**src/sv/kwm_pkg.sv**
```systemverilog
package kwm_pkg;

   // Field widths of the request and response payloads.
   localparam int VALUE_BITS       = 30;
   localparam int RUN_BITS         = 4;
   localparam int CSR_BITS         = 5;

   // Default number of head entries and the run count after reset.
   localparam int MAX_RUNS_DEFAULT = 16;
   localparam logic [CSR_BITS-1:0] RUN_COUNT_RESET = CSR_BITS'(10);

   typedef struct packed {
      logic [VALUE_BITS-1:0] value;
      logic                  run_empty;
   } req_type;

   typedef struct packed {
      logic [VALUE_BITS-1:0] min_value;
      logic [RUN_BITS-1:0]   refill_run;
      logic                  finished;
   } rsp_type;

   // One step of the minimum scan, aligned with the head RAM read data.
   typedef struct packed {
      logic step;
      logic first;
      logic last;
      logic vld;
   } scan_step_type;

   // Outcome of a completed scan.
   typedef struct packed {
      logic done;
      logic found;
   } scan_res_type;

endpackage

```
**src/sv/kwm_head_ram.sv**
```systemverilog
module kwm_head_ram #(
   parameter int DEPTH = kwm_pkg::MAX_RUNS_DEFAULT
) (
   input  logic                            clock,
   input  logic                            wr_en,
   input  logic [$clog2(DEPTH)-1:0]        wr_addr,
   input  logic [kwm_pkg::VALUE_BITS-1:0]  wr_data,
   input  logic                            rd_en,
   input  logic [$clog2(DEPTH)-1:0]        rd_addr,
   output logic [kwm_pkg::VALUE_BITS-1:0]  rd_data
);

   logic [kwm_pkg::VALUE_BITS-1:0] mem_ff [DEPTH];
   logic [kwm_pkg::VALUE_BITS-1:0] rd_data_ff;

   always_ff @(posedge clock) begin
      if (wr_en) begin
         mem_ff[wr_addr] <= wr_data;
      end
   end

   always_ff @(posedge clock) begin
      if (rd_en) begin
         rd_data_ff <= mem_ff[rd_addr];
      end
   end

   assign rd_data = rd_data_ff;

endmodule

```
**src/sv/kwm_min_scan.sv**
```systemverilog
module kwm_min_scan #(
   parameter int MAX_RUNS = kwm_pkg::MAX_RUNS_DEFAULT
) (
   input  logic                              clock,
   input  logic                              reset,
   input  kwm_pkg::scan_step_type            step,
   input  logic [$clog2(MAX_RUNS)-1:0]       step_idx,
   input  logic [kwm_pkg::VALUE_BITS-1:0]    step_value,
   output kwm_pkg::scan_res_type             res,
   output logic [$clog2(MAX_RUNS)-1:0]       best_idx,
   output logic [kwm_pkg::VALUE_BITS-1:0]    best_value
);

   localparam int IDX_W = $clog2(MAX_RUNS);

   logic                           found_ff, found_in;
   logic                           done_ff, done_in;
   logic [IDX_W-1:0]               best_idx_ff, best_idx_in;
   logic [kwm_pkg::VALUE_BITS-1:0] best_value_ff, best_value_in;
   logic                           take;

   // The single comparator: a valid entry replaces the running best when none
   // is held yet or when strictly smaller, so ties keep the lower run index.
   always_comb begin
      take          = step.step && step.vld &&
                      (step.first || !found_ff || (step_value < best_value_ff));
      found_in      = found_ff;
      best_idx_in   = best_idx_ff;
      best_value_in = best_value_ff;
      if (step.step && step.first) begin
         found_in = step.vld;
      end else if (step.step) begin
         found_in = found_ff || step.vld;
      end
      if (take) begin
         best_idx_in   = step_idx;
         best_value_in = step_value;
      end
      done_in = step.step && step.last;
   end

   always_ff @(posedge clock) begin
      if (reset) begin
         found_ff <= 1'b0;
         done_ff  <= 1'b0;
      end else begin
         found_ff <= found_in;
         done_ff  <= done_in;
      end
   end

   always_ff @(posedge clock) begin
      best_idx_ff   <= best_idx_in;
      best_value_ff <= best_value_in;
   end

   assign res.done   = done_ff;
   assign res.found  = found_ff;
   assign best_idx   = best_idx_ff;
   assign best_value = best_value_ff;

endmodule

```
**src/sv/k_way_merge_min_select.sv**
```systemverilog
// K-way merge minimum selector for the merge stage of an external sort.
// After reset, and after every finished merge, the block loads the first
// element of run 0, 1, 2 and so on, one request each, until csr run_count
// runs are loaded (0 counts as 1, values above MAX_RUNS count as MAX_RUNS).
// A load request that does not complete the load phase gives no response
// and never raises busy. The request that completes the load, and every
// later refill request, starts a linear scan: one shared comparator
// visits all MAX_RUNS head entries, one per cycle, through the single
// read port of the head RAM. The response strobe rsp_valid rises once the
// last entry has passed the registered RAM read data and step and then the
// registered scan result of the comparator, and busy drops in the cycle
// after the strobe. The response names the smallest valid
// head, the lowest run index winning ties, and the run that the next
// request must refill; that request either carries the run's next value or
// sets run_empty. When every run is empty the response has finished set,
// zero in its other fields, and the block returns to loading. The response
// is held on rsp_data for exactly one cycle and cannot be stalled, so the
// receiver must take it in its strobe cycle. Head values are kept in a RAM
// with no reset and no clearing pass; per-run valid bits decide which
// entries take part. Write run_count only while the block is idle.
module k_way_merge_min_select #(
   parameter int MAX_RUNS = kwm_pkg::MAX_RUNS_DEFAULT
) (
   input  logic                          clock,
   input  logic                          reset,
   input  logic                          start,
   output logic                          busy,
   input  kwm_pkg::req_type              req_data,
   output logic                          rsp_valid,
   output kwm_pkg::rsp_type              rsp_data,
   input  logic                          csr_we,
   input  logic [kwm_pkg::CSR_BITS-1:0]  csr_wdata
);

   localparam int IDX_W = $clog2(MAX_RUNS);
   localparam int CNT_W = $clog2(MAX_RUNS + 1);
   localparam logic [IDX_W-1:0] LAST_IDX = IDX_W'(MAX_RUNS - 1);

   // Sequencer states.
   localparam logic [1:0] ST_IDLE = 2'd0;
   localparam logic [1:0] ST_SCAN = 2'd1;
   localparam logic [1:0] ST_WAIT = 2'd2;

   logic [1:0]                     state_ff, state_in;
   logic [kwm_pkg::CSR_BITS-1:0]   run_count_ff;
   logic                           loading_ff, loading_in;
   logic [CNT_W-1:0]               load_count_ff, load_count_in;
   logic [IDX_W-1:0]               pending_ff, pending_in;
   logic [MAX_RUNS-1:0]            head_valid_ff, head_valid_in;
   logic [IDX_W-1:0]               scan_idx_ff, scan_idx_in;
   kwm_pkg::scan_step_type         stp_ff, stp_in;
   logic [IDX_W-1:0]               stp_idx_ff;

   logic                           req_accept;
   logic [CNT_W-1:0]               active_runs;
   logic                           load_ok;
   logic [CNT_W-1:0]               load_count_nxt;
   logic                           wr_en;
   logic [IDX_W-1:0]               wr_addr;
   logic                           rd_en;
   logic [kwm_pkg::VALUE_BITS-1:0] rd_data;
   kwm_pkg::scan_res_type          scan_res;
   logic [IDX_W-1:0]               best_idx;
   logic [kwm_pkg::VALUE_BITS-1:0] best_value;

   assign busy       = (state_ff != ST_IDLE);
   assign req_accept = start && !busy;

   // Effective run count, clamped into 1..MAX_RUNS.
   always_comb begin
      if (run_count_ff == '0) begin
         active_runs = CNT_W'(1);
      end else if (int'(run_count_ff) > MAX_RUNS) begin
         active_runs = CNT_W'(MAX_RUNS);
      end else begin
         active_runs = CNT_W'(run_count_ff);
      end
   end

   assign load_ok        = (load_count_ff < active_runs);
   assign load_count_nxt = load_ok ? (load_count_ff + CNT_W'(1)) : load_count_ff;

   // Head RAM write port: a load writes the next run in order, a refill
   // writes the run named by the last response. Empty runs only lose their
   // valid bit, so their entry is left alone.
   always_comb begin
      wr_en   = 1'b0;
      wr_addr = pending_ff;
      if (req_accept && loading_ff) begin
         wr_en   = load_ok && !req_data.run_empty;
         wr_addr = load_count_ff[IDX_W-1:0];
      end else if (req_accept) begin
         wr_en   = !req_data.run_empty;
      end
   end

   assign rd_en = (state_ff == ST_SCAN);

   // Sequencer: accepts requests, walks the scan index over every head
   // entry, and applies the scan outcome when the result strobe fires.
   always_comb begin
      state_in      = state_ff;
      loading_in    = loading_ff;
      load_count_in = load_count_ff;
      pending_in    = pending_ff;
      head_valid_in = head_valid_ff;
      scan_idx_in   = scan_idx_ff;

      unique case (state_ff)
         ST_IDLE: begin
            if (req_accept && loading_ff) begin
               if (load_ok) begin
                  head_valid_in[load_count_ff[IDX_W-1:0]] = !req_data.run_empty;
               end
               load_count_in = load_count_nxt;
               if (load_count_nxt >= active_runs) begin
                  loading_in  = 1'b0;
                  state_in    = ST_SCAN;
                  scan_idx_in = '0;
               end
            end else if (req_accept) begin
               if (req_data.run_empty) begin
                  head_valid_in[pending_ff] = 1'b0;
               end
               state_in    = ST_SCAN;
               scan_idx_in = '0;
            end
         end
         ST_SCAN: begin
            if (scan_idx_ff == LAST_IDX) begin
               state_in    = ST_WAIT;
               scan_idx_in = '0;
            end else begin
               scan_idx_in = scan_idx_ff + IDX_W'(1);
            end
         end
         ST_WAIT: begin
            if (scan_res.done) begin
               state_in = ST_IDLE;
               if (scan_res.found) begin
                  pending_in = best_idx;
               end else begin
                  loading_in    = 1'b1;
                  load_count_in = '0;
                  pending_in    = '0;
                  head_valid_in = '0;
               end
            end
         end
         default: begin
            state_in = ST_IDLE;
         end
      endcase
   end

   // Scan step issued alongside each RAM read; it is registered so that it
   // lines up with the registered read data.
   always_comb begin
      stp_in.step  = (state_ff == ST_SCAN);
      stp_in.first = (scan_idx_ff == '0);
      stp_in.last  = (scan_idx_ff == LAST_IDX);
      stp_in.vld   = head_valid_ff[scan_idx_ff];
   end

   always_ff @(posedge clock) begin
      if (reset) begin
         state_ff      <= ST_IDLE;
         run_count_ff  <= kwm_pkg::RUN_COUNT_RESET;
         loading_ff    <= 1'b1;
         load_count_ff <= '0;
         pending_ff    <= '0;
         head_valid_ff <= '0;
         scan_idx_ff   <= '0;
         stp_ff        <= '0;
      end else begin
         state_ff      <= state_in;
         loading_ff    <= loading_in;
         load_count_ff <= load_count_in;
         pending_ff    <= pending_in;
         head_valid_ff <= head_valid_in;
         scan_idx_ff   <= scan_idx_in;
         stp_ff        <= stp_in;
         if (csr_we) begin
            run_count_ff <= csr_wdata;
         end
      end
   end

   always_ff @(posedge clock) begin
      stp_idx_ff <= scan_idx_ff;
   end

   kwm_head_ram #(
      .DEPTH (MAX_RUNS)
   ) u_head_ram (
      .clock   (clock),
      .wr_en   (wr_en),
      .wr_addr (wr_addr),
      .wr_data (req_data.value),
      .rd_en   (rd_en),
      .rd_addr (scan_idx_ff),
      .rd_data (rd_data)
   );

   kwm_min_scan #(
      .MAX_RUNS (MAX_RUNS)
   ) u_min_scan (
      .clock      (clock),
      .reset      (reset),
      .step       (stp_ff),
      .step_idx   (stp_idx_ff),
      .step_value (rd_data),
      .res        (scan_res),
      .best_idx   (best_idx),
      .best_value (best_value)
   );

   // The response is shown for the single cycle in which the scan
   // completes; a scan that found no valid head reports the end of merge.
   assign rsp_valid           = scan_res.done;
   assign rsp_data.finished   = !scan_res.found;
   assign rsp_data.min_value  = scan_res.found ? best_value : '0;
   assign rsp_data.refill_run = scan_res.found ? kwm_pkg::RUN_BITS'(best_idx) : '0;

   // A response only appears while the block still reports busy.
   assert property (@(posedge clock) disable iff (reset)
      rsp_valid |-> (state_ff == ST_WAIT))
      else $error("response strobe outside the scan wait state");

   // An accepted request never yields a response in the very next cycle.
   assert property (@(posedge clock) disable iff (reset)
      req_accept |=> !rsp_valid)
      else $error("response too early after an accepted request");

   // A refill request always starts a scan.
   assert property (@(posedge clock) disable iff (reset)
      (req_accept && !loading_ff) |=> (state_ff == ST_SCAN))
      else $error("refill request did not start a scan");

   // The run named for refill holds a valid head.
   assert property (@(posedge clock) disable iff (reset)
      (rsp_valid && !rsp_data.finished) |=> head_valid_ff[pending_ff])
      else $error("refill run has no valid head");

   // A finished merge clears every head and returns to loading.
   assert property (@(posedge clock) disable iff (reset)
      (rsp_valid && rsp_data.finished) |=> (loading_ff && (head_valid_ff == '0)))
      else $error("finished merge left stale state");

endmodule

```
**config.mk**
```make
export PLATFORM = sky130hd
export DESIGN_NAME = k_way_merge_min_select
export DESIGN_NICKNAME = d
export VERILOG_FILES = /design/src/sv/kwm_pkg.sv /design/src/sv/kwm_head_ram.sv /design/src/sv/kwm_min_scan.sv /design/src/sv/k_way_merge_min_select.sv
export SDC_FILE = /design/constraint.sdc
export NUM_CORES = 1
export LEC_CHECK = 0
export ABC_AREA = 1
export BUFFER_PORTS_ARGS = -buffer_cell sky130_fd_sc_hd__buf_4
export CAP_MARGIN = 20
export CORE_MARGIN = 2
export CORE_UTILIZATION = 40
export CTS_CLUSTER_DIAMETER = 60
export CTS_CLUSTER_SIZE = 8
export DETAILED_ROUTE_END_ITERATION = 10
export PLACE_DENSITY = 0.64
export SLEW_MARGIN = 15
export SYNTH_ARGS = -nofsm -noshare
export SYNTH_HDL_FRONTEND = slang
export SYNTH_SLANG_ARGS = --single-unit
export TNS_END_PERCENT = 30
```
**constraint.sdc**
```tcl
create_clock -name clock -period 9.15 [get_ports clock]
set_clock_uncertainty 0.1 [all_clocks]
set_input_delay 1.3725 -clock clock [delete_from_list [all_inputs] [get_ports clock]]
set_output_delay 1.3725 -clock clock [all_outputs]
set_load 0.1 [all_outputs]
```
**Word level (Yosys, flattened, before mapping)**

Memories as Yosys holds them, arrays and structs flattened. A register that Yosys moved wholly into a read port is not among the register bits.
Cells that the tools add are included.

- Register bits after elaboration: 81
- Bits in writable memories: 480
- Memories kept: 1

Memories:

| memory | words | width | read ports | clocked after Yosys merged registers in | wr ports | RTL line | text |
|---|---|---|---|---|---|---|---|
| u_head_ram.mem_ff | 16 | 30 | 1 | 1 | 1 | kwm_head_ram.sv:13 | `logic [kwm_pkg::VALUE_BITS-1:0] mem_ff [DEPTH];` |

- Add/subtract/negate cells: 2
- Order comparisons: 9
- Equal/unequal tests: 12
- Multiplexer cells: 46
- Bitwise operators: 2
- Reductions and logical operators: 28

Operators with widths:

| kind | count |
|---|---|
| $mux 16 | 6 |
| $pmux 16 s2 | 1 |
| $lt 30x30->1 | 1 |
| $mux 30 | 1 |
| $mux 5 | 6 |
| $mux 4 | 6 |
| $and 16x16->16 | 1 |
| $bwmux 16 | 1 |
| $not 16->16 | 1 |
| $lt 4x5->1 const B | 3 |
| $mux 1 | 13 |
| $ne 3x3->1 const B | 4 |
| $mux 2 | 5 |
| $pmux 5 s2 | 1 |
| $logic_and 1x1->1 | 9 |
| $demux 1 s4 | 2 |
| $ge 4x1->1 const B | 2 |
| $ne 2x2->1 const B | 4 |
| $pmux 4 s2 | 1 |
| $reduce_and 4->1 | 2 |
| $reduce_bool 2->1 | 4 |
| $pmux 2 s3 | 1 |
| $reduce_and 6->1 | 1 |
| $add 5x1->5 const B | 1 |
| other kinds (18) | 22 |

**Logic depth before layout (Yosys ltp)**

Gate-level depths: netlist of run 1.

- Word-level depth: 10
- Mapped depth: 20
- Mapped depth without buffers: 20

**Cells and area by module**

A second synthesis of run 1 with hierarchy kept.

- Cells, all modules: 2744
- Area, all modules: 26908.3 sq um

Modules (own cells, without submodules):

| module | instances | cells each | area an instance (sq um) |
|---|---|---|---|
| kwm_head_ram | 1 | 1989 | 21599.5 |
| k_way_merge_min_select | 1 | 570 | 3358.2 |
| kwm_min_scan | 1 | 185 | 1950.6 |

**Worst setup path before layout of run 1**

No wires, ideal clock.

- Path type: input to register
- From: in start
- To: mem u_head_ram.mem_ff[0][0] (netlist name), enable pin
- Setup time: 0.417 ns
- Arrival: 3.340 ns
- Setup slack: 5.293 ns
- Stages on the path: 6
- Path through: nand2_2 > nor2_4 > buf_4 > a21oi_1 > nand3_1 > nor2_1

- Cells in the longest elaborated chain, start to end: 5

RTL lines:

| item | RTL line | text |
|---|---|---|
| start, declared | k_way_merge_min_select.sv:26 | `input logic start,` |
| $logic_and 1x1->1 (*) | k_way_merge_min_select.sv:67 | `assign req_accept = start && !busy;` |
| $mux 1 / $logic_and 1x1->1 (equally long branches) | k_way_merge_min_select.sv:92, k_way_merge_min_select.sv:89 |  |
| $mux 1 | k_way_merge_min_select.sv:89 | `if (req_accept && loading_ff) begin` |
| $mux 1 | kwm_head_ram.sv:17 | `if (wr_en) begin` |
| $mux 1 (implied by the code) | kwm_head_ram.sv:18 | `mem_ff[wr_addr] <= wr_data;` |
| end, declared | kwm_head_ram.sv:13 |  |

Mark *: on every way between the ends. The rest lies on a longest branch, timed or not.

**Worst setup path in the final report of run 1**

- From: in start
- To: mem u_head_ram.mem_ff[5][12] (netlist name), enable pin

Same word-level chain as after synthesis.

==> results.json, run 1 <==
{
  "core-area_um2": 60600,
  "clock_path_buffers": 3,
  "post-cts-setup-buffer-count": 0,
  "finalHoldViolations": 0,
  "fmax_mhz": 247,
  "synth_edf_count": 544,
  "die_h_um": 252,
  "ctsHoldBuffers": 0,
  "path_clk_slew_ps": 50,
  "pwr-share-comb": 0.232,
  "maxCapViolations": 0,
  "synth_cell_types": 42,
  "fp-row-count": 90,
  "total_power_mw": 7.94,
  "area.growth.synth_to_final_pct": 15.1,
  "io_pins": 77,
  "p_per_area_nw_per_um2": 280,
  "clock_power_share": 0.351,
  "start_util": 0.406,
  "rsz0062_at_grt": "no",
  "cts_resized": 0,
  "grt_overflow": 0,
  "synth_area_leader_cell": "edfxtp_1",
  "cts_tree": "built",
  "wl_um": 60700,
  "synthArstFlopShare": 0,
  "die_area_um2": 63600,
  "ys_warn_count": 0,
  "tns_ps": 0,
  "port_buffers": 76,
  "synthDominantCellAreaShare": 0.663,
  "avgSynthCellArea_um2": 11.7,
  "fillerInstances": 5338,
  "place_area_um2": 25800,
  "slew_violations": 0,
  "startpoint_type": "input port",
  "wl_per_cell_um": 20.5,
  "ant_nets": 0,
  "crit_type": "input port to register",
  "grt_pass1_wl_um": 92700,
  "num_vias": 16300,
  "worstPathMaxFanout": 41,
  "synth_ff_type": "edfxtp_1",
  "p_sw_frac": 0.316,
  "grt.total_usage": 0.190,
  "cts_buffers": 84,
  "drc": 0,
  "syn_inst": 2096,
  "layout.nets": 2237,
  "dr.pass1.iters": 7,
  "cts_max_level": 3,
  "drive_above_1_share": 0.106,
  "ys_ff_latch": 591,
  "routabilityCongestion": 0.826,
  "hold_class": "register to register",
  "cts-root-buf": "clkbuf_16",
  "crit_arrival_ps": 4170,
  "dr.first_iter.drc_count": 1633,
  "slowest_delay_ps": 940,
  "worst_path_max_delay_cell": "nor2_4",
  "netlist_area_um2": 24600,
  "setup_violations": 0,
  "min_period_ps": 4050,
  "cts.sinks": 591,
  "stdcell_area_um2": 28300,
  "dp_hpwl_um": 35600,
  "die_w_um": 252,
  "cp-end-kind": "register",
  "slew-limit-headroom": 0.284,
  "cp_common_cell": "nor2_4",
  "antenna_found_initial": 0,
  "syn_nets": 2180,
  "period_share": 0.443,
  "first_global_vias": 16100,
  "worstSkewPairLatency_ps": 610,
  "internal_power_mw": 5.43,
  "tightest_slew_ps": 1070,
  "diodes": 0,
  "hold_ws_ps": 302,
  "peakVddDrop_mv": 0.147,
  "crit_chain": "buf_4 > nand2_2 > nor2_4 > inv_2 > o21ai_1 > nand3_1 > nor2_4",
  "viasPerCell": 5.53,
  "outcome": "completed",
  "grt_max_degree": 98,
  "p_leak_nw": 10.2,
  "ys_top_cells_by_area": "edfxtp_1, o21ai_0, nor2_1",
  "required_ps": 9270,
  "pwr-share-seq": 0.417,
  "switchingPower_mw": 2.51,
  "ys_seq_area_frac": 0.702
}
## path summary, 6_finish.rpt
check | depth (start not counted) | slack [ps] | startpoint | to
worst min-delay path | 0 | 300 | stp_idx_ff[0] | u_min_scan.best_idx[0]
worst min register to register | 0 | 300 | stp_idx_ff[0] | u_min_scan.best_idx[0]
worst max register to register | 7 | 5280 | load_count_ff[2] | u_head_ram.mem_ff[5][12]
worst max-delay path | 7 | 5100 | start | u_head_ram.mem_ff[5][12]
## power by group through the flow
stage                     registers (mW)  clock network [mW]  logic, mW
after floorplan                     3.31                   0       1.37
after global routing                3.33                2.94       2.05
after detailed placement            3.36                   0       1.81
final                               3.31                2.79       1.84
after global placement              3.35                   0       1.76
after CTS                           3.31                2.83       1.82
## through the flow
stage | utilization | setup slack, ps | instances
after floorplan | - | 5290 | 2096
after global placement | 0.427 | 4520 | 2842
after detailed placement | 0.427 | 4450 | 2842
after CTS | 0.465 | 5090 | 2946
after global routing | 0.468 | 4830 | 2953
final | 0.468 | 5100 | 2953
## area by class of cell
cell class | instances | area, um2 | share of cell area
clock buffers | 96 | 2170 | 0.0765
clock inverters | 8 | 164 | 0.00578
inverters | 141 | 534 | 0.0188
multi-input cells | 1242 | 6400 | 0.226
flip-flops and latches | 591 | 17300 | 0.610
well taps | 782 | 978 | 0.0345
repair buffers | 93 | 816 | 0.0288
## sequential cells by signal, summed over array words and instances (netlist names)
| register | flops |
|---|---|
| scan_idx_ff | 4 |
| pending_ff | 4 |
| u_head_ram.rd_data | 30 |
| run_count_ff | 5 |
| u_min_scan.best_idx | 4 |
| state_ff | 2 |
| head_valid_ff | 16 |
| stp_idx_ff | 4 |
| u_min_scan.best_value | 30 |
| u_min_scan.found_ff | 1 |
| u_head_ram.mem_ff | 480 |
| loading_ff | 1 |
| load_count_ff | 5 |
| stp_ff | 4 |
| u_min_scan.done_ff | 1 |
## synth_stat cells (2+ instances only)
| master | number |
|---|---|
| inv_2 | 5 |
| o22ai_1 | 73 |
| o221ai_1 | 47 |
| a21o_1 | 2 |
| clkinv_1 | 15 |
| xor2_1 | 2 |
| o21ai_1 | 6 |
| nor2_2 | 2 |
| ha_1 | 44 |
| o21a_1 | 2 |
| a21oi_1 | 43 |
| buf_2 | 36 |
| o211ai_1 | 14 |
| buf_1 | 4 |
| buf_4 | 8 |
| nand2_2 | 4 |
| nand3_1 | 117 |
| inv_1 | 120 |
| o21ai_0 | 294 |
| dfxtp_1 | 47 |
| edfxtp_1 | 544 |
| buf_6 | 5 |
| o21ai_2 | 2 |
| nand2_1 | 260 |
| nor2_4 | 2 |
| nand4_1 | 18 |
| clkbuf_1 | 68 |
| nor2_1 | 298 |
## logic make-up after synthesis
group           Yosys count  share of synthesized area
compound gates          486                      0.112
xor+xnor                  3                    0.00107
fa+ha+maj                44                     0.0224
buf+inv                 263                     0.0448
flops                   591                      0.702
simple gates            709                      0.118
## worst max-delay path, delay by kind of cell
family / cells / cell delay, ps
buf+inv: 2 / 460
simple gates: 4 / 1970
compound gates: 1 / 310
## per-layer routing
metal / vias up / track usage / routed length, um / part of all wire
met2: 663 / 0.301 / 28100 / 0.46
met5: - / 0 / 0 / 0
met4: 0 / 0.0598 / 1050 / 0.017
met3: 88 / 0.0347 / 5060 / 0.083
met1: 7981 / 0.265 / 26500 / 0.44
li1: 7608 / - / - / -
## cell usage in the layout, fill, tap and decap left out, types with 2 or more instances in the layout
cell type / count
a21oi_1: 42
nand2_1: 260
dfxtp_2: 2
buf_4: 86
nand4_1: 18
clkbuf_16: 85
ha_1: 44
bufinv_16: 2
clkinv_1: 14
nor2_4: 21
inv_1: 120
dfxtp_4: 2
clkbuf_1: 11
nor2_2: 2
a21o_1: 2
edfxtp_1: 544
o211ai_1: 14
o221ai_1: 47
dfxtp_1: 43
nand3_1: 117
buf_12: 3
nor2_1: 279
inv_16: 2
buf_16: 4
nand2_2: 4
inv_2: 6
xor2_1: 2
o21ai_0: 294
o22ai_1: 73
o21ai_2: 2
o21ai_1: 6
o21a_1: 2
inv_6: 3
Note: power is estimated with default switching activity, not from simulation.
==> run 2: changes to the inputs <==
Settings changed: PLACE_DENSITY 0.64 to 0.66.
Clock period 9.15 ns to 3.3 ns, I/O delays scaled along.
==> run 2 against run 1 <==
  * Critical path depth is 11 higher
  * Total power grew to 2.8 times the previous value
  * Clock power grew to 2.8 times the previous value
  * Die area stayed put
  * First-iteration DRC count is 8.3% lower
  * Global-route usage is 0.35 points higher
  * Largest power group unchanged
  * Highest routed layer is now met5
==> results.json, run 2 (synthesis results as in run 1) <==
{
  "die_area_um2": 63600,
  "required_ps": 3740,
  "post-route-util": 0.477,
  "area.growth.synth_to_final_pct": 17.3,
  "grt_pass1_wl_um": 94000,
  "rsz0062_at_grt": "no",
  "antenna_found_initial": 4,
  "period_share": 0.909,
  "core-area_um2": 60600,
  "grt_max_degree": 139,
  "worstPathMaxFanout": 7,
  "layout.nets": 2282,
  "clock_path_buffers": 3,
  "mostFrequentLayoutCells": "edfxtp_1, o21ai_0, nor2_1",
  "tightest_slew_ps": 819,
  "first_global_vias": 16000,
  "slowest_delay_ps": 320,
  "startpoint_type": "register",
  "crit_family": "simple AND/OR/NAND/NOR gates",
  "min_period_ps": 3000,
  "ant_nets": 0,
  "peakVddDrop_mv": 0.577,
  "fmax_mhz": 333,
  "io_pins": 77,
  "port_buffers": 76,
  "drive_above_1_share": 0.124,
  "drc": 0,
  "routabilityCongestion": 0.843,
  "holdPathStages": 3,
  "p_per_area_nw_per_um2": 769,
  "top_register": "u_head_ram.mem_ff",
  "grt.total_usage": 0.193,
  "setup_violations": 0,
  "cts-root-buf": "clkbuf_16",
  "cts_buffers": 85,
  "dr.first_iter.drc_count": 1497,
  "crit_type": "register to register",
  "cp-end-kind": "register",
  "cp.depth": 18,
  "fp-row-count": 90,
  "maxCapViolations": 0,
  "tns_ps": 0,
  "hold_class": "input port to register",
  "path_clk_slew_ps": 50,
  "wl_per_cell_um": 20.5,
  "crit_chain": "nor2_1 > nand2_1 > nand2_1 > nand2_1 > ha_1 > nand2_1 > o21a_1 > nand2_2 > nand2_1 > nand2_1 > inv_1 > ha_1 > a21o_1 > a21oi_1 > nand3_1 > nand2_1 > nand3_1 > a21oi_1",
  "path_buf_inv": 1,
  "p_leak_nw": 10.5,
  "cp_common_cell": "nand2_1",
  "dr.pass1.iters": 5,
  "grt_overflow": 0,
  "largest_reg_flops": 480,
  "crit_arrival_ps": 3440,
  "cts_tree": "built",
  "die_w_um": 252,
  "cts_max_level": 3,
  "start_util": 0.406,
  "cts.sinks": 591,
  "slew-limit-headroom": 0.453,
  "dp_hpwl_um": 37100,
  "worstSkewPairLatency_ps": 620,
  "num_vias": 16500,
  "slew_violations": 0,
  "post-cts-setup-buffer-count": 0,
  "viasPerCell": 5.49,
  "wl_um": 61400,
  "worst_path_max_delay_cell": "dfxtp_1",
  "cts_resized": 0,
  "final_common_cell": "edfxtp_1",
  "outcome": "completed",
  "finalHoldViolations": 0,
  "rr_worst_depth": 18,
  "die_h_um": 252
}
-- run 2: changes by cell type in the layout (fill, tap and decap cells not counted), moves of 2 or more --
cell and delta:
clkbuf_8 +2, buf_16 -4, buf_12 +22, diode_2 +3
clkbuf_16 +2, dlygate4sd3_1 +2, buf_4 +24, clkinv_2 +2
clkbuf_1 -2, bufinv_16 -2
-- run 2: final timing paths --
path | slack (ps) | startpoint | end
min reg2reg | 300 | stp_idx_ff[1] | u_min_scan.best_idx[1]
max reg2reg | 300 | run_count_ff[2] | scan_idx_ff[2]
max | 300 | run_count_ff[2] | scan_idx_ff[2]
min | 30 | csr_wdata[2] | run_count_ff[2]
-- run 2: final cells by class --
| cell class | instances | area, um2 |
|---|---|---|
| Multi-Input combinational cell | 1242 | 6400 |
| Antenna cell | 3 | 7.51 |
| Tap cell | 782 | 978 |
| Timing Repair Buffer | 137 | 1350 |
| Inverter | 141 | 534 |
| Clock buffer | 98 | 2240 |
| Sequential cell | 591 | 17300 |
| Fill cell | 5290 | 31700 |
| Clock inverter | 8 | 106 |
-- run 2: metal layers --
| metal | vias up | share of wire | wire length, um | track usage |
|---|---|---|---|---|
| met5 | - | 0.00036 | 22 | 0 |
| met4 | 4 | 0.022 | 1340 | 0.0648 |
| met3 | 93 | 0.079 | 4850 | 0.0419 |
| met2 | 634 | 0.47 | 28800 | 0.308 |
| met1 | 8023 | 0.43 | 26400 | 0.264 |
| li1 | 7714 | - | - | - |
-- run 2: timing repair --
item / 4_1_cts / 5_1_grt
endpoints found under the hold margin: 2 / 0
hold buffers: 2 / 0
endpoints found under the setup margin: 0 / 1
-- run 2: tightest hold or removal path, cell delays in order --
cell,delay [ps]
buf_4,80
nor2_1,40
nor2_1,90
-- run 2: power breakdown --
part,total [mW],internal (mW),switching [mW],leakage [nW]
Clock,7.73,4.73,3.00,1.15
Sequential,9.12,8.87,0.251,5.29
Combinational,5.37,1.58,3.80,4.03
Total,22.2,15.2,7.05,10.5
-- run 2: stage by stage --
stage | worst slack [ps] | area, um2 | hold WS [ps] | total power, mW | std cells
after global routing | 6.91 | 28900 | 40.9 | 23.4 | 3001
after CTS | 274 | 28900 | 6.11 | 22.4 | 2999
final | 299 | 28900 | 30.7 | 22.2 | 3002
after floorplan | -197 | 24600 | 226 | 13.0 | 2096
after global placement | 306 | 26500 | 287 | 14.5 | 2891
after detailed placement | 313 | 26500 | 289 | 14.6 | 2891
